[src/design/spg_pkg.sv]
// ----------------------------------------------------------------------------
// spg_pkg
// Shared widths, defaults and helpers for the shuffle permutation generator.
// ----------------------------------------------------------------------------
package spg_pkg;

   localparam int SIZE_W        = 9;
   localparam int WORD_W        = 31;
   localparam int VALUE_W       = 8;
   localparam int BIT_CNT_W     = $clog2(WORD_W);
   localparam int MAX_SLOTS_DEF = 256;

   localparam logic [SIZE_W-1:0] SIZE_RESET = SIZE_W'(256);

   // zero means one, anything above the table depth saturates
   function automatic logic [SIZE_W-1:0] eff_size(input logic [SIZE_W-1:0] raw,
                                                  input int unsigned max_slots);
      logic [SIZE_W-1:0] s;
      s = raw;
      if (raw == '0) begin
         s = SIZE_W'(1);
      end else if (32'(raw) > max_slots) begin
         s = SIZE_W'(max_slots);
      end
      return s;
   endfunction

endpackage

[src/design/spg_req_if.sv]
// ----------------------------------------------------------------------------
// spg_req_if
// Request channel: one random word per item, valid/ready handshake.
// ----------------------------------------------------------------------------
interface spg_req_if;
   logic                        valid;
   logic                        ready;
   logic [spg_pkg::WORD_W-1:0]  random_word;

   modport source (output valid, output random_word, input ready);
   modport sink   (input valid, input random_word, output ready);
endinterface

[src/design/spg_rsp_if.sv]
// ----------------------------------------------------------------------------
// spg_rsp_if
// Response channel: one permutation value per item plus end marker.
// ----------------------------------------------------------------------------
interface spg_rsp_if;
   logic                        valid;
   logic                        ready;
   logic [spg_pkg::VALUE_W-1:0] chosen_value;
   logic                        last;

   modport source (output valid, output chosen_value, output last, input ready);
   modport sink   (input valid, input chosen_value, input last, output ready);
endinterface

[src/design/shuffle_permutation_generator.sv]
// ----------------------------------------------------------------------------
// shuffle_permutation_generator
// Random permutation of 0..size-1 by linear probing over a taken table.
//
// Each request item carries a random word; the block replies with one
// permutation value per item, and flags last on the value that completes
// the permutation, after which a fresh permutation begins.
// The word is reduced modulo the size one bit per cycle, then the taken
// table is probed from that slot upward, wrapping at size-1, each probed
// slot taking a read state and a check state (one-port table, registered
// read data). After the last value of a permutation, after reset and after
// any csr write, the table is cleared one slot per cycle over size slots;
// no item is taken meanwhile. A csr write sets the size (0 acts as 1) and
// restarts the permutation. The result sits in an output register: the
// next item is taken while it waits, but its own result is held until the
// receiver takes the first. Reset is synchronous and active high.
// ----------------------------------------------------------------------------
module shuffle_permutation_generator #(
   parameter int MAX_SLOTS = spg_pkg::MAX_SLOTS_DEF
) (
   input  logic                        clock,
   input  logic                        reset,
   spg_req_if.sink                     req_bus,
   spg_rsp_if.source                   rsp_bus,
   input  logic                        csr_we,
   input  logic [spg_pkg::SIZE_W-1:0]  csr_wdata
);

   localparam int SIZE_W  = spg_pkg::SIZE_W;
   localparam int WORD_W  = spg_pkg::WORD_W;
   localparam int VALUE_W = spg_pkg::VALUE_W;
   localparam int CNT_W   = spg_pkg::BIT_CNT_W;
   localparam int SLOT_W  = $clog2(MAX_SLOTS);
   localparam int CMP_W   = (SLOT_W > SIZE_W ? SLOT_W : SIZE_W) + 1;

   typedef enum logic [2:0] {
      ST_IDLE,
      ST_DIV,
      ST_RD,
      ST_CHK,
      ST_EMIT,
      ST_SWEEP
   } state_type;

   state_type           state_ff, state_in;
   logic [WORD_W-1:0]   word_ff, word_in;
   logic [CNT_W-1:0]    bit_cnt_ff, bit_cnt_in;
   logic [SIZE_W-1:0]   rem_ff, rem_in;
   logic [SLOT_W-1:0]   probe_ff, probe_in;
   logic [SIZE_W-1:0]   tries_ff, tries_in;
   logic [SIZE_W-1:0]   count_ff, count_in;
   logic [SIZE_W-1:0]   size_ff, size_in;
   logic                fail_ff, fail_in;
   logic                rsp_valid_ff, rsp_valid_in;
   logic [VALUE_W-1:0]  rsp_value_ff, rsp_value_in;
   logic                rsp_last_ff, rsp_last_in;

   logic                taken_mem [MAX_SLOTS];
   logic                rd_data_ff;
   logic                mem_we;
   logic                mem_wdata;

   logic [SIZE_W:0]     rem_shift;
   logic [SIZE_W:0]     rem_diff;
   logic                probe_wrap;
   logic [SLOT_W-1:0]   probe_next;
   logic                out_free;
   logic                perm_done;

   assign req_bus.ready        = (state_ff == ST_IDLE);
   assign rsp_bus.valid        = rsp_valid_ff;
   assign rsp_bus.chosen_value = rsp_value_ff;
   assign rsp_bus.last         = rsp_last_ff;

   // one restoring step of the modulo per cycle
   assign rem_shift = {rem_ff, word_ff[WORD_W-1]};
   assign rem_diff  = rem_shift - {1'b0, size_ff};

   assign probe_wrap = (CMP_W'(probe_ff) == CMP_W'(size_ff) - CMP_W'(1));
   assign probe_next = probe_wrap ? '0 : probe_ff + SLOT_W'(1);
   assign out_free   = !rsp_valid_ff || rsp_bus.ready;
   assign perm_done  = fail_ff || (({1'b0, count_ff} + (SIZE_W+1)'(1)) >= {1'b0, size_ff});

   assign mem_we    = ((state_ff == ST_EMIT) && out_free && !fail_ff) ||
                      (state_ff == ST_SWEEP);
   assign mem_wdata = (state_ff == ST_EMIT);

   always_comb begin
      state_in     = state_ff;
      word_in      = word_ff;
      bit_cnt_in   = bit_cnt_ff;
      rem_in       = rem_ff;
      probe_in     = probe_ff;
      tries_in     = tries_ff;
      count_in     = count_ff;
      size_in      = size_ff;
      fail_in      = fail_ff;
      rsp_valid_in = rsp_valid_ff && !rsp_bus.ready;
      rsp_value_in = rsp_value_ff;
      rsp_last_in  = rsp_last_ff;

      unique case (state_ff)
         ST_IDLE: begin
            if (req_bus.valid) begin
               word_in    = req_bus.random_word;
               bit_cnt_in = CNT_W'(WORD_W - 1);
               rem_in     = '0;
               state_in   = ST_DIV;
            end
         end
         ST_DIV: begin
            word_in    = {word_ff[WORD_W-2:0], 1'b0};
            bit_cnt_in = bit_cnt_ff - CNT_W'(1);
            if (rem_shift >= {1'b0, size_ff}) begin
               rem_in = rem_diff[SIZE_W-1:0];
            end else begin
               rem_in = rem_shift[SIZE_W-1:0];
            end
            if (bit_cnt_ff == '0) begin
               // final remainder is the start slot, addressed before the first read
               probe_in = SLOT_W'(rem_in);
               state_in = ST_RD;
            end
         end
         ST_RD: begin
            state_in = ST_CHK;
         end
         ST_CHK: begin
            if (!rd_data_ff) begin
               fail_in  = 1'b0;
               state_in = ST_EMIT;
            end else if ((tries_ff + SIZE_W'(1)) == size_ff) begin
               fail_in  = 1'b1;
               state_in = ST_EMIT;
            end else begin
               probe_in = probe_next;
               tries_in = tries_ff + SIZE_W'(1);
               state_in = ST_RD;
            end
         end
         ST_EMIT: begin
            if (out_free) begin
               rsp_valid_in = 1'b1;
               rsp_value_in = fail_ff ? '0 : VALUE_W'(probe_ff);
               rsp_last_in  = perm_done;
               tries_in     = '0;
               if (perm_done) begin
                  count_in = '0;
                  probe_in = '0;
                  state_in = ST_SWEEP;
               end else begin
                  count_in = count_ff + SIZE_W'(1);
                  state_in = ST_IDLE;
               end
            end
         end
         ST_SWEEP: begin
            probe_in = probe_next;
            if (probe_wrap) begin
               probe_in = '0;
               state_in = ST_IDLE;
            end
         end
         default: begin
            state_in = ST_SWEEP;
         end
      endcase

      if (csr_we) begin
         size_in  = spg_pkg::eff_size(csr_wdata, MAX_SLOTS);
         count_in = '0;
         tries_in = '0;
         probe_in = '0;
         state_in = ST_SWEEP;
      end
   end

   always_ff @(posedge clock) begin
      if (reset) begin
         state_ff     <= ST_SWEEP;
         probe_ff     <= '0;
         tries_ff     <= '0;
         count_ff     <= '0;
         size_ff      <= spg_pkg::eff_size(spg_pkg::SIZE_RESET, MAX_SLOTS);
         fail_ff      <= 1'b0;
         rsp_valid_ff <= 1'b0;
      end else begin
         state_ff     <= state_in;
         word_ff      <= word_in;
         bit_cnt_ff   <= bit_cnt_in;
         rem_ff       <= rem_in;
         probe_ff     <= probe_in;
         tries_ff     <= tries_in;
         count_ff     <= count_in;
         size_ff      <= size_in;
         fail_ff      <= fail_in;
         rsp_valid_ff <= rsp_valid_in;
         rsp_value_ff <= rsp_value_in;
         rsp_last_ff  <= rsp_last_in;
      end
   end

   // taken table, one port
   always_ff @(posedge clock) begin
      if (mem_we) begin
         taken_mem[probe_ff] <= mem_wdata;
      end
      rd_data_ff <= taken_mem[probe_ff];
   end

`ifndef SYNTHESIS
   // values issued so far always stay below the permutation size
   a_count_below_size: assert property (@(posedge clock) disable iff (reset)
      count_ff < size_ff)
      else $error("issued count reached size");

   // probing and clearing never leave the active slot range
   a_probe_in_range: assert property (@(posedge clock) disable iff (reset)
      (state_ff == ST_CHK || state_ff == ST_SWEEP || state_ff == ST_EMIT) |->
      (CMP_W'(probe_ff) < CMP_W'(size_ff)))
      else $error("probe slot beyond size");

   // a correctly cleared table always leaves a free slot
   a_no_probe_fail: assert property (@(posedge clock) disable iff (reset)
      (state_ff == ST_EMIT) |-> !fail_ff)
      else $error("no free slot found");

   // the remainder handed to the probe is already reduced
   a_rem_reduced: assert property (@(posedge clock) disable iff (reset)
      (state_ff == ST_DIV && bit_cnt_ff == '0 && !csr_we) |=> (rem_ff < size_ff))
      else $error("modulo result not below size");
`endif

endmodule

[src/flat_wrapper.sv]
// flat-port wrapper written by rule: the top's interface ports become plain ports
module shuffle_permutation_generator_flat 
#(
   parameter int MAX_SLOTS = spg_pkg::MAX_SLOTS_DEF
)
  (clock, reset, csr_we, csr_wdata, req_bus_valid, req_bus_random_word, req_bus_ready, rsp_bus_valid, rsp_bus_chosen_value, rsp_bus_last, rsp_bus_ready);
  spg_req_if req_bus_i ();
  spg_rsp_if rsp_bus_i ();
  input  logic clock;
  input  logic reset;
  input  logic csr_we;
  input  logic [spg_pkg::SIZE_W-1:0] csr_wdata;
  input wire logic [$bits(req_bus_i.valid)-1:0] req_bus_valid;
  input wire logic [$bits(req_bus_i.random_word)-1:0] req_bus_random_word;
  output wire logic [$bits(req_bus_i.ready)-1:0] req_bus_ready;
  output wire logic [$bits(rsp_bus_i.valid)-1:0] rsp_bus_valid;
  output wire logic [$bits(rsp_bus_i.chosen_value)-1:0] rsp_bus_chosen_value;
  output wire logic [$bits(rsp_bus_i.last)-1:0] rsp_bus_last;
  input wire logic [$bits(rsp_bus_i.ready)-1:0] rsp_bus_ready;
  assign req_bus_i.valid = req_bus_valid;
  assign req_bus_i.random_word = req_bus_random_word;
  assign req_bus_ready = req_bus_i.ready;
  assign rsp_bus_valid = rsp_bus_i.valid;
  assign rsp_bus_chosen_value = rsp_bus_i.chosen_value;
  assign rsp_bus_last = rsp_bus_i.last;
  assign rsp_bus_i.ready = rsp_bus_ready;
  shuffle_permutation_generator #(.MAX_SLOTS(MAX_SLOTS)) u_core (.clock(clock), .reset(reset), .req_bus(req_bus_i), .rsp_bus(rsp_bus_i), .csr_we(csr_we), .csr_wdata(csr_wdata));
endmodule
[config.mk]
export PLATFORM = sky130hd
export DESIGN_NAME = shuffle_permutation_generator_flat
export DESIGN_NICKNAME = d
export VERILOG_FILES = /design/src/design/spg_pkg.sv /design/src/design/spg_req_if.sv /design/src/design/spg_rsp_if.sv /design/src/design/shuffle_permutation_generator.sv /design/src/flat_wrapper.sv
export SDC_FILE = /design/constraint.sdc
export NUM_CORES = 1
export LEC_CHECK = 0
export ABC_AREA = 0
export ABC_CLOCK_PERIOD_IN_PS = 15600
export BUFFER_PORTS_ARGS = -buffer_cell sky130_fd_sc_hd__buf_4
export CAP_MARGIN = 20
export CORE_MARGIN = 2
export CORE_UTILIZATION = 60
export CTS_BUF_LIST = sky130_fd_sc_hd__clkbuf_8 sky130_fd_sc_hd__clkbuf_16
export DETAILED_ROUTE_END_ITERATION = 8
export GPL_ROUTABILITY_DRIVEN = 0
export PLACE_DENSITY = 0.77
export SLEW_MARGIN = 0
export SYNTH_ARGS = -nofsm -noshare
export SYNTH_HDL_FRONTEND = slang
export SYNTH_SLANG_ARGS = --single-unit
[constraint.sdc]
create_clock -name clock -period 15.6 [get_ports clock]
set_clock_uncertainty 0.2 [all_clocks]
set_input_delay 0 -clock clock [delete_from_list [all_inputs] [get_ports clock]]
set_output_delay 0 -clock clock [all_outputs]
set_load 0.02 [all_outputs]
== Word level (Yosys, flattened, before mapping) ==
Memory sizes are Yosys's and may differ from the RTL's. A register that Yosys moved wholly into a read port is not among the register bits.
Index checks and enable logic that the tools add are counted.

* Flip-flop bits (word level): 94
* Latch bits: 0
* Memory bits (writable): 256
* ROM bits: 0
* Bits of input ports: 45
* Output and inout port bits: 11
* Word-level logic and storage cells: 98
* Memories: 1

* $add $sub $neg: 7
* $mul: 0
* Div/mod/pow operators: 0
* Magnitude comparators: 3
* Equality and inequality tests: 15
* Shift operators: 0
* Muxes and demuxes: 36
* Bitwise gates (word level): 1
* Reductions and logical operators: 23

{| class="wikitable"
|+ Memories
! name !! depth !! bits a word !! rd ports !! clocked after memory_dff !! wr ports !! line !! RTL
|-
| u_core.taken_mem || 256 || 1 || 1 || 1 || 1 || shuffle_permutation_generator.sv:58 || <nowiki>logic taken_mem [MAX_SLOTS];</nowiki>
|}

{| class="wikitable"
|+ Operators with widths
! operator !! number
|-
| 9-bit 2-to-1 mux || 8
|-
| 31-bit one-hot mux with 2 select lines || 1
|-
| 8-bit 2-to-1 mux || 7
|-
| 9-bit one-hot mux with 2 select lines || 2
|-
| 8-bit one-hot mux with 4 select lines || 1
|-
| 31-bit 2-to-1 mux || 1
|-
| 3-bit 2-to-1 mux || 7
|-
| 10-bit by 9-bit >= comparator with 1-bit output || 2
|-
| 9-bit by 1-bit adder with 9-bit output, second input constant || 2
|-
| 3-bit one-hot mux with 6 select lines || 1
|-
| 9-bit by 1-bit adder with 10-bit output, second input constant || 1
|-
| 8-bit by 10-bit equality test with 1-bit output || 1
|-
| 2-bit inequality test, second input constant || 5
|-
| 5-bit one-hot mux with 2 select lines || 1
|-
| 9-bit by 1-bit subtractor with 10-bit output, second input constant || 1
|-
| 9-bit equality test || 1
|-
| 9-bit > comparator, second input constant || 1
|-
| 9-bit zero test || 1
|-
| 9-bit subtractor || 1
|-
| 8-bit by 1-bit adder with 8-bit output, second input constant || 1
|-
| 4-bit AND reduction || 2
|-
| 3-bit by 2-bit equality test with 1-bit output, second input constant || 2
|-
| 3-bit equality test, second input constant || 2
|-
| 1-bit 2-to-1 mux || 6
|-
| 16 further kinds || 27
|}

== Logic depth before layout (Yosys ltp) ==
* Depth after elaboration: 7
* Gate-level depth with buffers: 12
* Gate-level depth less buffers: 12

== Least setup slack after synthesis ==
No wires, ideal clock.

* Path type: register to register
* Start point: register u_core.state_ff[0]
* End point: register u_core.rsp_value_ff[0], in the netlist u_core.rsp_bus.chosen_value[0] (enable)
* Library setup time: 0.374 ns
* Data arrival time: 5.699 ns
* Data required time: 15.026 ns
* Setup slack: 9.327 ns
* Cell stages (with the launch flop): 8
* Buffers on the path: 2
* Period minus slack after synthesis: 6.273 ns
* Path through: dfxtp_1 > nor2_1 > nand2_1 > inv_1 > clkbuf_1 > nand2_1 > clkbuf_1 > nor2_1

* Cells in the longest elaborated chain, start to end: 2

{| class="wikitable"
|+ Ends and longest elaborated chain
! element !! line !! RTL
|-
| start: declaration || shuffle_permutation_generator.sv:45 || <nowiki>state_type state_ff, state_in;</nowiki>
|-
| start signal: assignment || shuffle_permutation_generator.sv:188 || <nowiki>state_ff <= state_in;</nowiki>
|-
| 3-bit equality test || - ||
|-
| named net u_core.mem_wdata || shuffle_permutation_generator.sv:61 || <nowiki>logic mem_wdata;</nowiki>
|-
| 3-bit AND reduction (no line) || - ||
|-
| end signal: assignment || shuffle_permutation_generator.sv:198 || <nowiki>rsp_value_ff <= rsp_value_in;</nowiki>
|-
| end: declaration || shuffle_permutation_generator.sv:55 || <nowiki>logic [VALUE_W-1:0] rsp_value_ff, rsp_value_in;</nowiki>
|}

The timed path passes the listed nets, and every way through them passes these cells.
A chain may end at the register's enable or synchronous reset.

== Worst setup path after layout ==
* Start point: register u_core.state_ff[2]
* End point: register u_core.rsp_value_ff[7], in the netlist u_core.rsp_bus.chosen_value[7] (enable)

* Cells in the longest elaborated chain, start to end: 2

{| class="wikitable"
|+ Ends and longest elaborated chain
! element !! line !! RTL
|-
| 3-bit equality test || shuffle_permutation_generator.sv:102 || <nowiki>unique case (state_ff)</nowiki>
|-
| 3-bit AND reduction (no line) || - ||
|}

Every way passes these cells.

==> results.txt <==
FF+latch count, synth -> 351
Final Max Tran Viols -> 0
Worst reg2reg startpoint -> u_core.state_ff[2]
DRC viols -> 0
Initial antenna violation count -> 0
DR WL/cell -> 22.1 um
Worst EP arrival -> 3750 ps
Area of the multi-input gates -> 6110 sq um
Final-report setup violation count -> 0
Hold buffers post-CTS -> 55
Die span in x -> 171 um
Synth cell types -> 70
Area leader, netlist -> edfxtp_1
Final Cycle Share -> 24.4%
Endpoint, Worst Hold -> u_core.word_ff[4]
Cells taking the most area after synthesis -> edfxtp_1, mux4_2, nor2_1
Post-CTS sizing -> 0
FF-to-FF path depth -> 4
Vias in the first global route -> 11200
Synth Instances -> 1348
Share of cells above drive strength 1 -> 15.5%
MaxCap Viol Count -> 0
Most numerous cell in the Yosys netlist -> nor2_1
Root Buffer -> clkbuf_16
Pwr dens -> 103 nW/um^2
Post-CTS Setup Inserts -> 0
CP Class -> reg2reg
Skew-Pair Late Insertion Delay -> 520 ps
Setup TNS -> 0 ps
Syn Nets -> 1420
Grt ovf -> 0
FILL cells -> 1897
Syn Area/Cell -> 12.4 sq um
Min Clock Period, post-route -> 3810 ps
Sequential-to-total area share from yosys stat -> 60.5%
RSZ-0062 raised after global routing -> no
Worst vdd ir -> 0.150 mV
Slew HR -> 26.3%
CTS buffer count -> 37
Via count -> 11500
ANT nets after route -> 0
Synth Flop Type -> edfxtp_1
Core Box Area -> 27600 sq um
Post-synth ARST share -> 0%
Clock transition at the registers of the reported paths -> 60 ps
IO Pins -> 56
Port Buffers -> 55
Gr usage total -> 28.1%
Worst flop-to-flop path endpoint -> u_core.rsp_bus.chosen_value[7]
Hold Path Class -> in2reg
Pre-antenna DRT Iters -> 5
DP HPWL -> 22700 um
Status -> finished clean
Max clock buf depth -> 3
First-pass GRT wire length -> 62200 um
Depth of the CTS H-tree -> 2
Die area -> 29300 sq um
Slew of the pin with the lowest slew margin -> 1100 ps
Fmax achieved -> 0.262 GHz
Dpl ws -> 11750 ps
Post-synth top cells -> nor2_1, edfxtp_1, nand2_1
Startpoint Class -> register
Initial Util -> 60.6%
Initial DRC count -> 1768
Final worst slack -> 11790 ps
Final Hold Fails -> 0
Worst hold start -> req_bus_random_word[4]
Worst Setup End Kind -> register
Crit path max fanout -> 142
Number of flops mapped to enable cells by yosys -> 310
Lkg Pwr -> 0.00661 uW
Largest net degree at the start of global routing -> 143
Register area -> 10100 sq um
Die height -> 171 um
Synth Warn # -> 0
Reg2Reg Setup Slack -> 11790 ps
Synthesis-to-layout area growth -> 14.0%
Row count -> 61
Vias per inst -> 6.30
Antenna cells -> 0
CTS Sinks -> 351
Mapped cell area -> 16700 sq um
Final nets -> 1491
Post-synth top area share -> 55.6%
Total wire length -> 40300 um
WHS Path Cells -> 4
Critical Path RT -> 15540 ps
CTS tree -> done
-- critical path: stages (launching register included) --
cell and delay, ps:
dfxtp_1 650, nand2_1 390, inv_6 690, nand2_1 550, nor2_1 870
-- worst max-delay path by stage --
stage,to,slack [ps],from,depth (start not counted)
floorplan,u_core.rsp_bus.chosen_value[0],9330,u_core.state_ff[0],7
global placement,u_core.rd_data_ff,11790,u_core.probe_ff[0],7
detailed placement,u_core.rd_data_ff,11750,u_core.probe_ff[0],7
CTS,u_core.rd_data_ff,11730,u_core.probe_ff[0],7
global route,u_core.rd_data_ff,11550,u_core.probe_ff[0],7
finish,u_core.rsp_bus.chosen_value[7],11790,u_core.state_ff[2],4
-- metal layers --
metal	routed length, um	GRT usage (%)	up-vias
li1	-	-	5084
met1	15500	37.5	5738
met2	20100	46.1	570
met3	3290	5.02	110
met4	1420	11.6	0
met5	0	0	-
-- report_power, final --
part	internal (uW)	switching [uW]	total, uW
Sequential	1010	6.26	1020
Clock	503	359	862
Combinational	43.0	40.1	83.2
-- flip-flops by register name, indices dropped and copies added (netlist names), 3 cells and up --
register	cells
u_core.taken_mem	256
u_core.word_ff	31
u_core.count_ff	9
u_core.rem_ff	9
u_core.size_ff	9
u_core.tries_ff	9
u_core.probe_ff	8
u_core.rsp_bus.chosen_value	8
u_core.bit_cnt_ff	5
u_core.state_ff	3
-- placed cells by master, fill, tap and decap left out, types with 8 or more instances in the layout --
master / count
a211oi_1: 23
a21oi_1: 30
a2bb2oi_1: 12
buf_4: 65
clkbuf_16: 39
clkinv_1: 9
clkinv_2: 8
dfxtp_1: 38
dlygate4sd3_1: 55
edfxtp_1: 310
ha_1: 26
inv_1: 30
mux4_2: 79
nand2_1: 152
nand2b_1: 8
nand3_1: 24
nor2_1: 311
nor2b_1: 19
nor3_1: 17
nor4_1: 10
o21a_1: 9
o21ai_0: 20
xnor2_1: 20
xor2_1: 16
-- area by class of cell --
cell class                 count  share of cell area [%]
clock buffer                  39                    5.11
clock inverter                28                    1.11
inverter                      27                   0.557
multi-input combinational    881                    32.0
sequential                   351                    53.1
tap                          378                    2.48
timing repair buffer         121                    5.59
-- logic make-up (layout without fill, tap and decap cells) --
family                     count (synthesis)  after routing  share of synthesized area, %
and+or+nand+nor                          586            586                          14.9
DFF                                      351            351                          60.5
AOI/OAI and AO/OA                        147            147                          6.44
buffers and inverters                    116            215                          3.05
muxes                                     85             85                          11.2
xor gates and xnor gates                  36             36                          1.88
adders and majority gates                 27             27                          2.06
-- per-stage QoR --
stage	utilization [%]	instance area, sq um	hold slack [ps]	total power [uW]	cells
floorplan	-	16700	-127	1090	1348
global placement	62.7	17300	42.0	1110	1702
detailed placement	62.7	17300	47.3	1110	1702
CTS	69.0	19100	95.8	1960	1824
global route	69.1	19100	109	2010	1825
finish	69.1	19100	112	1960	1825
Power figures use the tool's default switching activity.
